`config.mk`:
```
export PLATFORM = sky130hd
export DESIGN_NAME = ymodem_header_block_checker_unit
export DESIGN_NICKNAME = d
export VERILOG_FILES = /design/src/hw/rtl/ymhbc_pkg.sv /design/src/hw/rtl/ymodem_header_block_checker_unit.sv
export SDC_FILE = /design/constraint.sdc
export NUM_CORES = 1
export LEC_CHECK = 0
export ABC_AREA = 1
export BUFFER_PORTS_ARGS = -buffer_cell sky130_fd_sc_hd__buf_2
export CAP_MARGIN = 20
export CORE_MARGIN = 3
export CORE_UTILIZATION = 40
export DETAILED_ROUTE_END_ITERATION = 6
export PLACE_DENSITY = 0.64
export SYNTH_ARGS = -nofsm -noshare
export SYNTH_HDL_FRONTEND = slang
export SYNTH_SLANG_ARGS = --single-unit
```
`constraint.sdc`:
```
create_clock -name i_clk -period 2.8 [get_ports i_clk]
set_clock_uncertainty 0.05 [all_clocks]
set_input_delay 0.56 -clock i_clk [delete_from_list [all_inputs] [get_ports i_clk]]
set_output_delay 0.56 -clock i_clk [all_outputs]
set_load 0.005 [all_outputs]
```
`src/hw/rtl/ymhbc_pkg.sv`:
```
// Shared constants for the Ymodem header block checker.
// Holds frame geometry, protocol codes, CRC constants and verdict codes.
// Depends on nothing.
`default_nettype none

package ymhbc_pkg;

    localparam int FRAME_BYTES = 133;
    localparam int NAME_LIMIT  = 13;

    localparam int CNT_W     = $clog2(FRAME_BYTES + 1);
    localparam int NAME_LEN_W = $clog2(NAME_LIMIT + 2);
    localparam int NAME_IDX_W = (NAME_LIMIT > 1) ? $clog2(NAME_LIMIT) : 1;

    localparam logic [CNT_W-1:0] POS_LEAD     = CNT_W'(0);
    localparam logic [CNT_W-1:0] POS_BLOCK    = CNT_W'(1);
    localparam logic [CNT_W-1:0] POS_INVERSE  = CNT_W'(2);
    localparam logic [CNT_W-1:0] POS_CRC_HI   = CNT_W'(FRAME_BYTES - 2);
    localparam logic [CNT_W-1:0] POS_CRC_LO   = CNT_W'(FRAME_BYTES - 1);
    localparam logic [CNT_W-1:0] FRAME_COUNT  = CNT_W'(FRAME_BYTES);

    localparam logic [NAME_LEN_W-1:0] NAME_MAX     = NAME_LEN_W'(NAME_LIMIT);
    localparam logic [NAME_LEN_W-1:0] NAME_OVERRUN = NAME_LEN_W'(NAME_LIMIT + 1);

    localparam logic [7:0] SOH_CODE = 8'h01;
    localparam logic [7:0] EOT_CODE = 8'h04;
    localparam logic [7:0] BLOCK_SUM = 8'hff;

    localparam logic [15:0] CRC_POLY = 16'h1021;
    localparam logic [15:0] CRC_TOP  = 16'h8000;

    localparam logic [7:0] TIMEOUT_RESET = 8'd10;

    localparam logic [2:0] V_EOT       = 3'd0;
    localparam logic [2:0] V_BATCH_END = 3'd1;
    localparam logic [2:0] V_NAME      = 3'd2;
    localparam logic [2:0] V_TOO_LONG  = 3'd3;
    localparam logic [2:0] V_BAD       = 3'd4;

endpackage

`default_nettype wire

```
`src/hw/rtl/ymodem_header_block_checker_unit.sv`:
```
// Ymodem header block checker: collects one header frame, checks it and streams a verdict.
// A data byte runs through a bit-serial CRC-16 shifter, one bit per cycle.
// Depends on ymhbc_pkg.
// A data byte is accepted, then the input is held while the CRC shifter works through its bits;
// header, CRC and timeout beats are accepted without a hold. A closing beat moves to an
// evaluation state and then emits the result beats (1 to 13 beats), subject to output stall.
// The single bit-serial CRC shifter sets the data byte rate: no new byte is taken while it shifts.
// Reset is synchronous, active low; it clears frame state and sets the timeout limit to 10.
`default_nettype none

module ymodem_header_block_checker_unit (
    input  wire logic        i_clk,
    input  wire logic        i_rst_n,
    input  wire logic        i_cfg_wen,
    input  wire logic [7:0]  i_cfg_wdata,
    input  wire logic        i_s_tvalid,
    output logic             o_s_tready,
    input  wire logic [7:0]  i_s_tdata,   // [7:0] rx_byte
    input  wire logic        i_s_tuser,   // [0] command
    output logic             o_m_tvalid,
    input  wire logic        i_m_tready,
    output logic [15:0]      o_m_tdata,   // [2:0] verdict, [10:3] name_byte, [15:11] zero
    output logic             o_m_tlast
);

    localparam logic [1:0] S_IDLE  = 2'd0;
    localparam logic [1:0] S_CRC   = 2'd1;
    localparam logic [1:0] S_CLOSE = 2'd2;
    localparam logic [1:0] S_EMIT  = 2'd3;

    localparam int CW = ymhbc_pkg::CNT_W;
    localparam int LW = ymhbc_pkg::NAME_LEN_W;
    localparam int IW = ymhbc_pkg::NAME_IDX_W;

    logic [1:0]    r_state, n_state;
    logic [7:0]    r_limit, n_limit;
    logic [CW-1:0] r_byte_count, n_byte_count;
    logic [7:0]    r_timeout_count, n_timeout_count;
    logic [7:0]    r_lead, n_lead;
    logic [7:0]    r_block, n_block;
    logic [7:0]    r_inverse, n_inverse;
    logic [15:0]   r_crc, n_crc;
    logic [15:0]   r_sent_crc, n_sent_crc;
    logic [LW-1:0] r_name_len, n_name_len;
    logic          r_name_closed, n_name_closed;
    logic [2:0]    r_bit, n_bit;
    logic [2:0]    r_kind, n_kind;
    logic [LW-1:0] r_emit_len, n_emit_len;
    logic [LW-1:0] r_emit_idx, n_emit_idx;
    logic          r_out_valid, n_out_valid;
    logic [2:0]    r_out_verdict;
    logic [7:0]    r_out_name;
    logic          r_out_last;
    logic [7:0]    r_name_store [ymhbc_pkg::NAME_LIMIT];

    logic          w_accept;
    logic          w_load;
    logic          w_store_we;
    logic          w_is_data;
    logic [CW-1:0] w_count_inc;
    logic [7:0]    w_blk_sum;
    logic [15:0]   w_crc_shl;
    logic          w_beat_last;

    assign o_s_tready = (r_state == S_IDLE);
    assign w_accept   = i_s_tvalid && o_s_tready;
    assign w_load     = (r_state == S_EMIT) && (!r_out_valid || i_m_tready);
    assign w_count_inc = r_byte_count + 1'b1;
    assign w_blk_sum  = r_block + r_inverse;
    assign w_crc_shl  = {r_crc[14:0], 1'b0};
    assign w_is_data  = (r_byte_count > ymhbc_pkg::POS_INVERSE)
                        && (r_byte_count < ymhbc_pkg::POS_CRC_HI);
    assign w_beat_last = (r_emit_idx + 1'b1) == r_emit_len;
    assign w_store_we = w_accept && !i_s_tuser && w_is_data && !r_name_closed
                        && (i_s_tdata != 8'd0) && (r_name_len < ymhbc_pkg::NAME_MAX);

    always_comb begin
        n_state         = r_state;
        n_limit         = i_cfg_wen ? i_cfg_wdata : r_limit;
        n_byte_count    = r_byte_count;
        n_timeout_count = r_timeout_count;
        n_lead          = r_lead;
        n_block         = r_block;
        n_inverse       = r_inverse;
        n_crc           = r_crc;
        n_sent_crc      = r_sent_crc;
        n_name_len      = r_name_len;
        n_name_closed   = r_name_closed;
        n_bit           = r_bit;
        n_kind          = r_kind;
        n_emit_len      = r_emit_len;
        n_emit_idx      = r_emit_idx;
        n_out_valid     = r_out_valid;
        if (i_m_tready) begin
            n_out_valid = 1'b0;
        end
        case (r_state)
            S_IDLE: begin
                if (w_accept) begin
                    if (i_s_tuser) begin
                        n_timeout_count = r_timeout_count + 1'b1;
                        if (n_timeout_count >= r_limit) begin
                            n_state = S_CLOSE;
                        end
                    end else begin
                        n_byte_count = w_count_inc;
                        if (r_byte_count == ymhbc_pkg::POS_LEAD) begin
                            n_lead = i_s_tdata;
                        end else if (r_byte_count == ymhbc_pkg::POS_BLOCK) begin
                            n_block = i_s_tdata;
                        end else if (r_byte_count == ymhbc_pkg::POS_INVERSE) begin
                            n_inverse = i_s_tdata;
                        end else if (r_byte_count == ymhbc_pkg::POS_CRC_HI) begin
                            n_sent_crc = {i_s_tdata, r_sent_crc[7:0]};
                        end else if (r_byte_count == ymhbc_pkg::POS_CRC_LO) begin
                            n_sent_crc = {r_sent_crc[15:8], i_s_tdata};
                        end else begin
                            n_crc = r_crc ^ {i_s_tdata, 8'h00};
                            n_bit = 3'd0;
                            n_state = S_CRC;
                            if (!r_name_closed) begin
                                if (i_s_tdata == 8'd0) begin
                                    n_name_closed = 1'b1;
                                end else if (r_name_len < ymhbc_pkg::NAME_MAX) begin
                                    n_name_len = r_name_len + 1'b1;
                                end else begin
                                    n_name_len    = ymhbc_pkg::NAME_OVERRUN;
                                    n_name_closed = 1'b1;
                                end
                            end
                        end
                        if (w_count_inc >= ymhbc_pkg::FRAME_COUNT) begin
                            n_state = S_CLOSE;
                        end
                    end
                end
            end
            S_CRC: begin
                n_crc = ((r_crc & ymhbc_pkg::CRC_TOP) != 16'd0)
                        ? (w_crc_shl ^ ymhbc_pkg::CRC_POLY) : w_crc_shl;
                n_bit = r_bit + 1'b1;
                if (r_bit == 3'd7) begin
                    n_state = S_IDLE;
                end
            end
            S_CLOSE: begin
                n_emit_len = LW'(1);
                if ((r_byte_count != '0) && (r_lead == ymhbc_pkg::EOT_CODE)) begin
                    n_kind = ymhbc_pkg::V_EOT;
                end else if ((r_byte_count < ymhbc_pkg::FRAME_COUNT)
                             || (r_lead != ymhbc_pkg::SOH_CODE)
                             || (w_blk_sum != ymhbc_pkg::BLOCK_SUM)
                             || (r_crc != r_sent_crc)) begin
                    n_kind = ymhbc_pkg::V_BAD;
                end else if (!r_name_closed || (r_name_len > ymhbc_pkg::NAME_MAX)) begin
                    n_kind = ymhbc_pkg::V_TOO_LONG;
                end else if (r_name_len == '0) begin
                    n_kind = ymhbc_pkg::V_BATCH_END;
                end else begin
                    n_kind     = ymhbc_pkg::V_NAME;
                    n_emit_len = r_name_len;
                end
                n_emit_idx      = '0;
                n_byte_count    = '0;
                n_timeout_count = 8'd0;
                n_lead          = 8'd0;
                n_block         = 8'd0;
                n_inverse       = 8'd0;
                n_crc           = 16'd0;
                n_sent_crc      = 16'd0;
                n_name_len      = '0;
                n_name_closed   = 1'b0;
                n_state         = S_EMIT;
            end
            S_EMIT: begin
                if (w_load) begin
                    n_out_valid = 1'b1;
                    n_emit_idx  = r_emit_idx + 1'b1;
                    if (w_beat_last) begin
                        n_state = S_IDLE;
                    end
                end
            end
            default: begin
                n_state = S_IDLE;
            end
        endcase
    end

    always_ff @(posedge i_clk) begin
        if (!i_rst_n) begin
            r_state         <= S_IDLE;
            r_limit         <= ymhbc_pkg::TIMEOUT_RESET;
            r_byte_count    <= '0;
            r_timeout_count <= 8'd0;
            r_lead          <= 8'd0;
            r_block         <= 8'd0;
            r_inverse       <= 8'd0;
            r_crc           <= 16'd0;
            r_sent_crc      <= 16'd0;
            r_name_len      <= '0;
            r_name_closed   <= 1'b0;
            r_bit           <= 3'd0;
            r_kind          <= ymhbc_pkg::V_BAD;
            r_emit_len      <= '0;
            r_emit_idx      <= '0;
            r_out_valid     <= 1'b0;
        end else begin
            r_state         <= n_state;
            r_limit         <= n_limit;
            r_byte_count    <= n_byte_count;
            r_timeout_count <= n_timeout_count;
            r_lead          <= n_lead;
            r_block         <= n_block;
            r_inverse       <= n_inverse;
            r_crc           <= n_crc;
            r_sent_crc      <= n_sent_crc;
            r_name_len      <= n_name_len;
            r_name_closed   <= n_name_closed;
            r_bit           <= n_bit;
            r_kind          <= n_kind;
            r_emit_len      <= n_emit_len;
            r_emit_idx      <= n_emit_idx;
            r_out_valid     <= n_out_valid;
        end
    end

    always_ff @(posedge i_clk) begin
        if (w_store_we) begin
            r_name_store[r_name_len[IW-1:0]] <= i_s_tdata;
        end
    end

    always_ff @(posedge i_clk) begin
        if (w_load) begin
            r_out_verdict <= r_kind;
            r_out_name    <= (r_kind == ymhbc_pkg::V_NAME)
                             ? r_name_store[r_emit_idx[IW-1:0]] : 8'd0;
            r_out_last    <= w_beat_last;
        end
    end

    assign o_m_tvalid = r_out_valid;
    assign o_m_tdata  = {5'd0, r_out_name, r_out_verdict};
    assign o_m_tlast  = r_out_last;

    a_single_beat_last: assert property (@(posedge i_clk) disable iff (!i_rst_n)
        (o_m_tvalid && (o_m_tdata[2:0] != ymhbc_pkg::V_NAME)) |-> o_m_tlast)
        else $error("Non-name verdict beat without tlast.");

    a_name_byte_zero: assert property (@(posedge i_clk) disable iff (!i_rst_n)
        (o_m_tvalid && (o_m_tdata[2:0] != ymhbc_pkg::V_NAME)) |-> (o_m_tdata[10:3] == 8'd0))
        else $error("Name byte set on a non-name verdict beat.");

    a_name_len_bound: assert property (@(posedge i_clk) disable iff (!i_rst_n)
        (r_name_len <= ymhbc_pkg::NAME_OVERRUN)
        && (!r_name_closed || (r_name_len != ymhbc_pkg::NAME_OVERRUN) || r_name_closed))
        else $error("Name length beyond its overrun mark.");

    a_crc_busy: assert property (@(posedge i_clk) disable iff (!i_rst_n)
        (r_state == S_CRC && r_bit != 3'd7) |=> (r_state == S_CRC))
        else $error("CRC shift sequence cut short.");

endmodule

`default_nettype wire
```
==> impl_metrics.csv <==
group,metric,value,unit
synthesis,synth_fa_ha_area_share,4.15,%
floorplan,rows,59,
timing,rsz0062_at_grt,"no",
power_and_ir_drop,switching_share,32.0,%
finish,syn_to_final_growth,13.4,%
cts,post_cts_buffers,0,
placed_design,gp_congestion,0.887,
worst_setup_path,critical_path_buf_inv_count,3,
worst_setup_path,max_stage_delay,0.50,ns
global_routing,grt_max_degree,52,
power_and_ir_drop,p_seq_share,41.1,%
route,post_drt_wl_per_cell,16.6,µm
synthesis,yosys.area_share.simple,19.8,%
floorplan,initial_utilization,41.0,%
worst_setup_path,criticalPathCategory,"reg2reg",
synthesis,synth_enable_flop_cells,116,
power_and_ir_drop,peakVddDrop,0.423,mV
route,antenna_left,0,
timing,max_freq,393,MHz
timing,post-route-period-util,90.8,%
floorplan,die_h,170,µm
power_and_ir_drop,pwr-share-clk,35.3,%
route,drc,0,
timing,setup-tns-final,0,ns
synthesis,synth_largest_area_cell,"edfxtp_1",
global_routing,grt_use_total,18.5,%
cts,numCtsBuffers,24,
floorplan,io_pins,41,
worst_setup_path,cp_data_arrival_time,2.71,ns
global_routing,grt_pass1_vias,7842,
power_and_ir_drop,leakagePower,4.84,nW
cts,cts_tree,"yes",
worst_setup_path,required,2.97,ns
placed_design,pre_cts_ws,0.180,ns
finish,fin_cells,1632,
cts,h-tree-depth,1,
cts,post_cts_resized,0,
timing,fin_crit,2.54,ns
synthesis,synth_cell_types,51,
placed_design,place_hpwl,19500,µm
worst_setup_path,path_common_cell,"nand2_1",
worst_setup_path,r2r_cells,9,
synthesis,avgSynthCellArea,8.72,µm²
worst_setup_path,crit_chain,"inv_1 > ha_1 > inv_2 > nor2_1 > nand2_1 > nor4_2 > nand2_1 > nor3_1 > buf_4",
timing,tightest_slew,0.722,ns
global_routing,grt_antenna_before_repair,0,
finish,num_antenna_cells,0,
timing,setup_viol,0,
floorplan,die_area,0.0288,mm²
placed_design,io_buffer_count,35,
worst_setup_path,path_delay_family,"simple AND/OR/NAND/NOR gates",
power_and_ir_drop,power,0.00920,W
timing,finalMaxSlewViolations,0,
synthesis,synth_xor_xnor_area_share,1.55,%
run_status,status,"finished clean",
worst_setup_path,cp_max_fo,8,
synthesis,synth_most_common_cell,"nand2_1",
synthesis,ys_seq_area_share,51.5,%
worst_setup_path,startpoint_type,"flop",
power_and_ir_drop,p_int,0.00626,W
finish,layout.nets,1336,
worst_setup_path,crit_slowest_cell,"nor4_2",
synthesis,synthTopCellsByArea,"edfxtp_1 (32%), dfxtp_1 (19%), nand2_1 (7.8%), o21ai_0 (5.9%), nor2_1 (5.1%)",
synthesis,synth_flop_cell,"edfxtp_1",
synthesis,synth_cells,1231,
finish,drive_above_1_share,13.4,%
placed_design,placed_cells,1588,
global_routing,grt_pass1_wl,42200,µm
cts,clock-sinks,218,
synthesis,synth_top_family_by_area,"simple AND/OR/NAND/NOR gates",
cts,hold_buffers,0,
floorplan,die_w,170,µm
cts,clk_pin_slew,0.06,ns
cts,clk_latency,0.51,ns
synthesis,synth_area,0.0107,mm²
timing,setup_slack,0.256,ns
job,maxCapViolCount,0,
global_routing,grt.overflow.total,0,
floorplan,placeableCoreArea,0.0262,mm²
route,drt_iter0_drc,775,
timing,slew_headroom,51.9,%
synthesis,muxShareOfSynthArea,0,%
worst_hold_path,hp-class,"in2reg",
synthesis,synth_top_area_share,32.4,%
worst_setup_path,end_kind,"flop",
synthesis,synth_warnings,0,
timing,finalHoldViolCount,0,
cts,clk_path_buf_depth,3,
synthesis,synth_common_cells,"nand2_1 (222), nor2_1 (146), o21ai_0 (126), inv_1 (121), edfxtp_1 (116)",
power_and_ir_drop,power.density,756,mW/mm²
cts,cts_root_buf,"clkbuf_16",
power_and_ir_drop,p_comb_share,23.6,%
synthesis,synth-compound-area-share,15.9,%
route,drtPass1Iterations,7,
worst_hold_path,hold_path_depth,3,
power_and_ir_drop,p_sw,0.00294,W
synthesis,synth-async-reset-ratio,0,%
synthesis,ys_seq_elements,218,
route,viasPerCell,5.18,
route,finalWirelength,27100,µm
worst_setup_path,cp_num_cells,9,
route,num_vias,8461,
[power groups by stage]
stage	Combinational, W	Sequential [W]	Clock [W]
floorplan	0.00162	0.00379	0
global placement	0.00212	0.00384	0
finish	0.00217	0.00379	0.00325
detailed placement	0.00213	0.00385	0
global route	0.00245	0.00381	0.00344
CTS	0.00215	0.00378	0.00329
[placed cells by master, fill, tap and decap left out, types with 6 or more instances in the layout]
master | synthesis | layout
a211oi_1 | 11 | 11
a21oi_1 | 103 | 103
a21oi_2 | 9 | 9
buf_2 | 4 | 35
buf_4 | 8 | 33
clkbuf_16 | 0 | 25
clkinv_1 | 1 | 7
dfxtp_1 | 102 | 102
edfxtp_1 | 116 | 116
ha_1 | 34 | 34
inv_1 | 121 | 120
inv_2 | 9 | 10
nand2_1 | 222 | 222
nand2_2 | 13 | 13
nand2_4 | 6 | 6
nand3_1 | 37 | 37
nand3b_1 | 6 | 6
nand4_1 | 10 | 10
nor2_1 | 146 | 146
nor3_1 | 10 | 10
o21ai_0 | 126 | 126
o22ai_1 | 19 | 19
xor2_1 | 14 | 14
[final timing paths]
check,start,to,slack [ns]
max,r_state[0],r_name_store[12][6],0.26
min,i_cfg_wdata[3],r_limit[3],0.22
max reg2reg,r_state[0],r_name_store[12][6],0.26
min reg2reg,r_limit[2],r_limit[2],0.42
[sequential cells by signal (all words and copies together) (netlist names), 2 cells and up]
| register | cells |
|---|---|
| r_name_store | 104 |
| r_crc | 16 |
| r_sent_crc | 16 |
| r_block | 8 |
| r_byte_count | 8 |
| r_inverse | 8 |
| r_lead | 8 |
| r_limit | 8 |
| r_out_name | 8 |
| r_timeout_count | 8 |
| r_emit_idx | 4 |
| r_emit_len | 4 |
| r_name_len | 4 |
| r_bit | 3 |
| r_kind | 3 |
| r_out_verdict | 3 |
| r_state | 2 |
[per-layer routing]
layer,track usage (%),wire (µm),vias up
li1,-,-,4243
met1,25.5,12200,3881
met2,29.9,12300,279
met3,2.79,1720,58
met4,6.40,891,0
met5,0,0,-
[metrics by stage]
stage / hold slack, ns / util (%) / cell area [µm²]
after floorplan: 0.381 / - / 10800
after global placement: 0.402 / 43.3 / 11400
after detailed placement: 0.410 / 43.3 / 11400
after CTS: 0.204 / 46.4 / 12200
after global routing: 0.207 / 46.4 / 12200
final: 0.221 / 46.4 / 12200
[layout make-up]
type / instances / area, µm²
clock buffer: 27 / 633
clock inverter: 17 / 183
fill: 2469 / 14000
inverter: 132 / 498
multi-input combinational: 834 / 4470
sequential: 218 / 5530
tap: 335 / 419
timing repair buffer: 69 / 443
[logic make-up (layout without fill, tap and decap cells)]
| kind of cell | after synthesis | after routing |
|---|---|---|
| buffers and inverters | 183 | 245 |
| AND/OR/NAND/NOR | 475 | 475 |
| XOR/XNOR | 19 | 19 |
| AO/OA/AOI/OAI | 300 | 300 |
| other | 1 | 5 |
| flip-flops | 218 | 218 |
| adder cells (fa/ha/maj) | 35 | 35 |
[worst reg2reg max path, cell delays in order, from the launching register on]
cell	delay [ns]
dfxtp_1	0.33
inv_1	0.13
ha_1	0.33
inv_2	0.08
nor2_1	0.09
nand2_1	0.10
nor4_2	0.50
nand2_1	0.23
nor3_1	0.20
buf_4	0.21
Note: power is estimated with default switching activity, not from simulation.
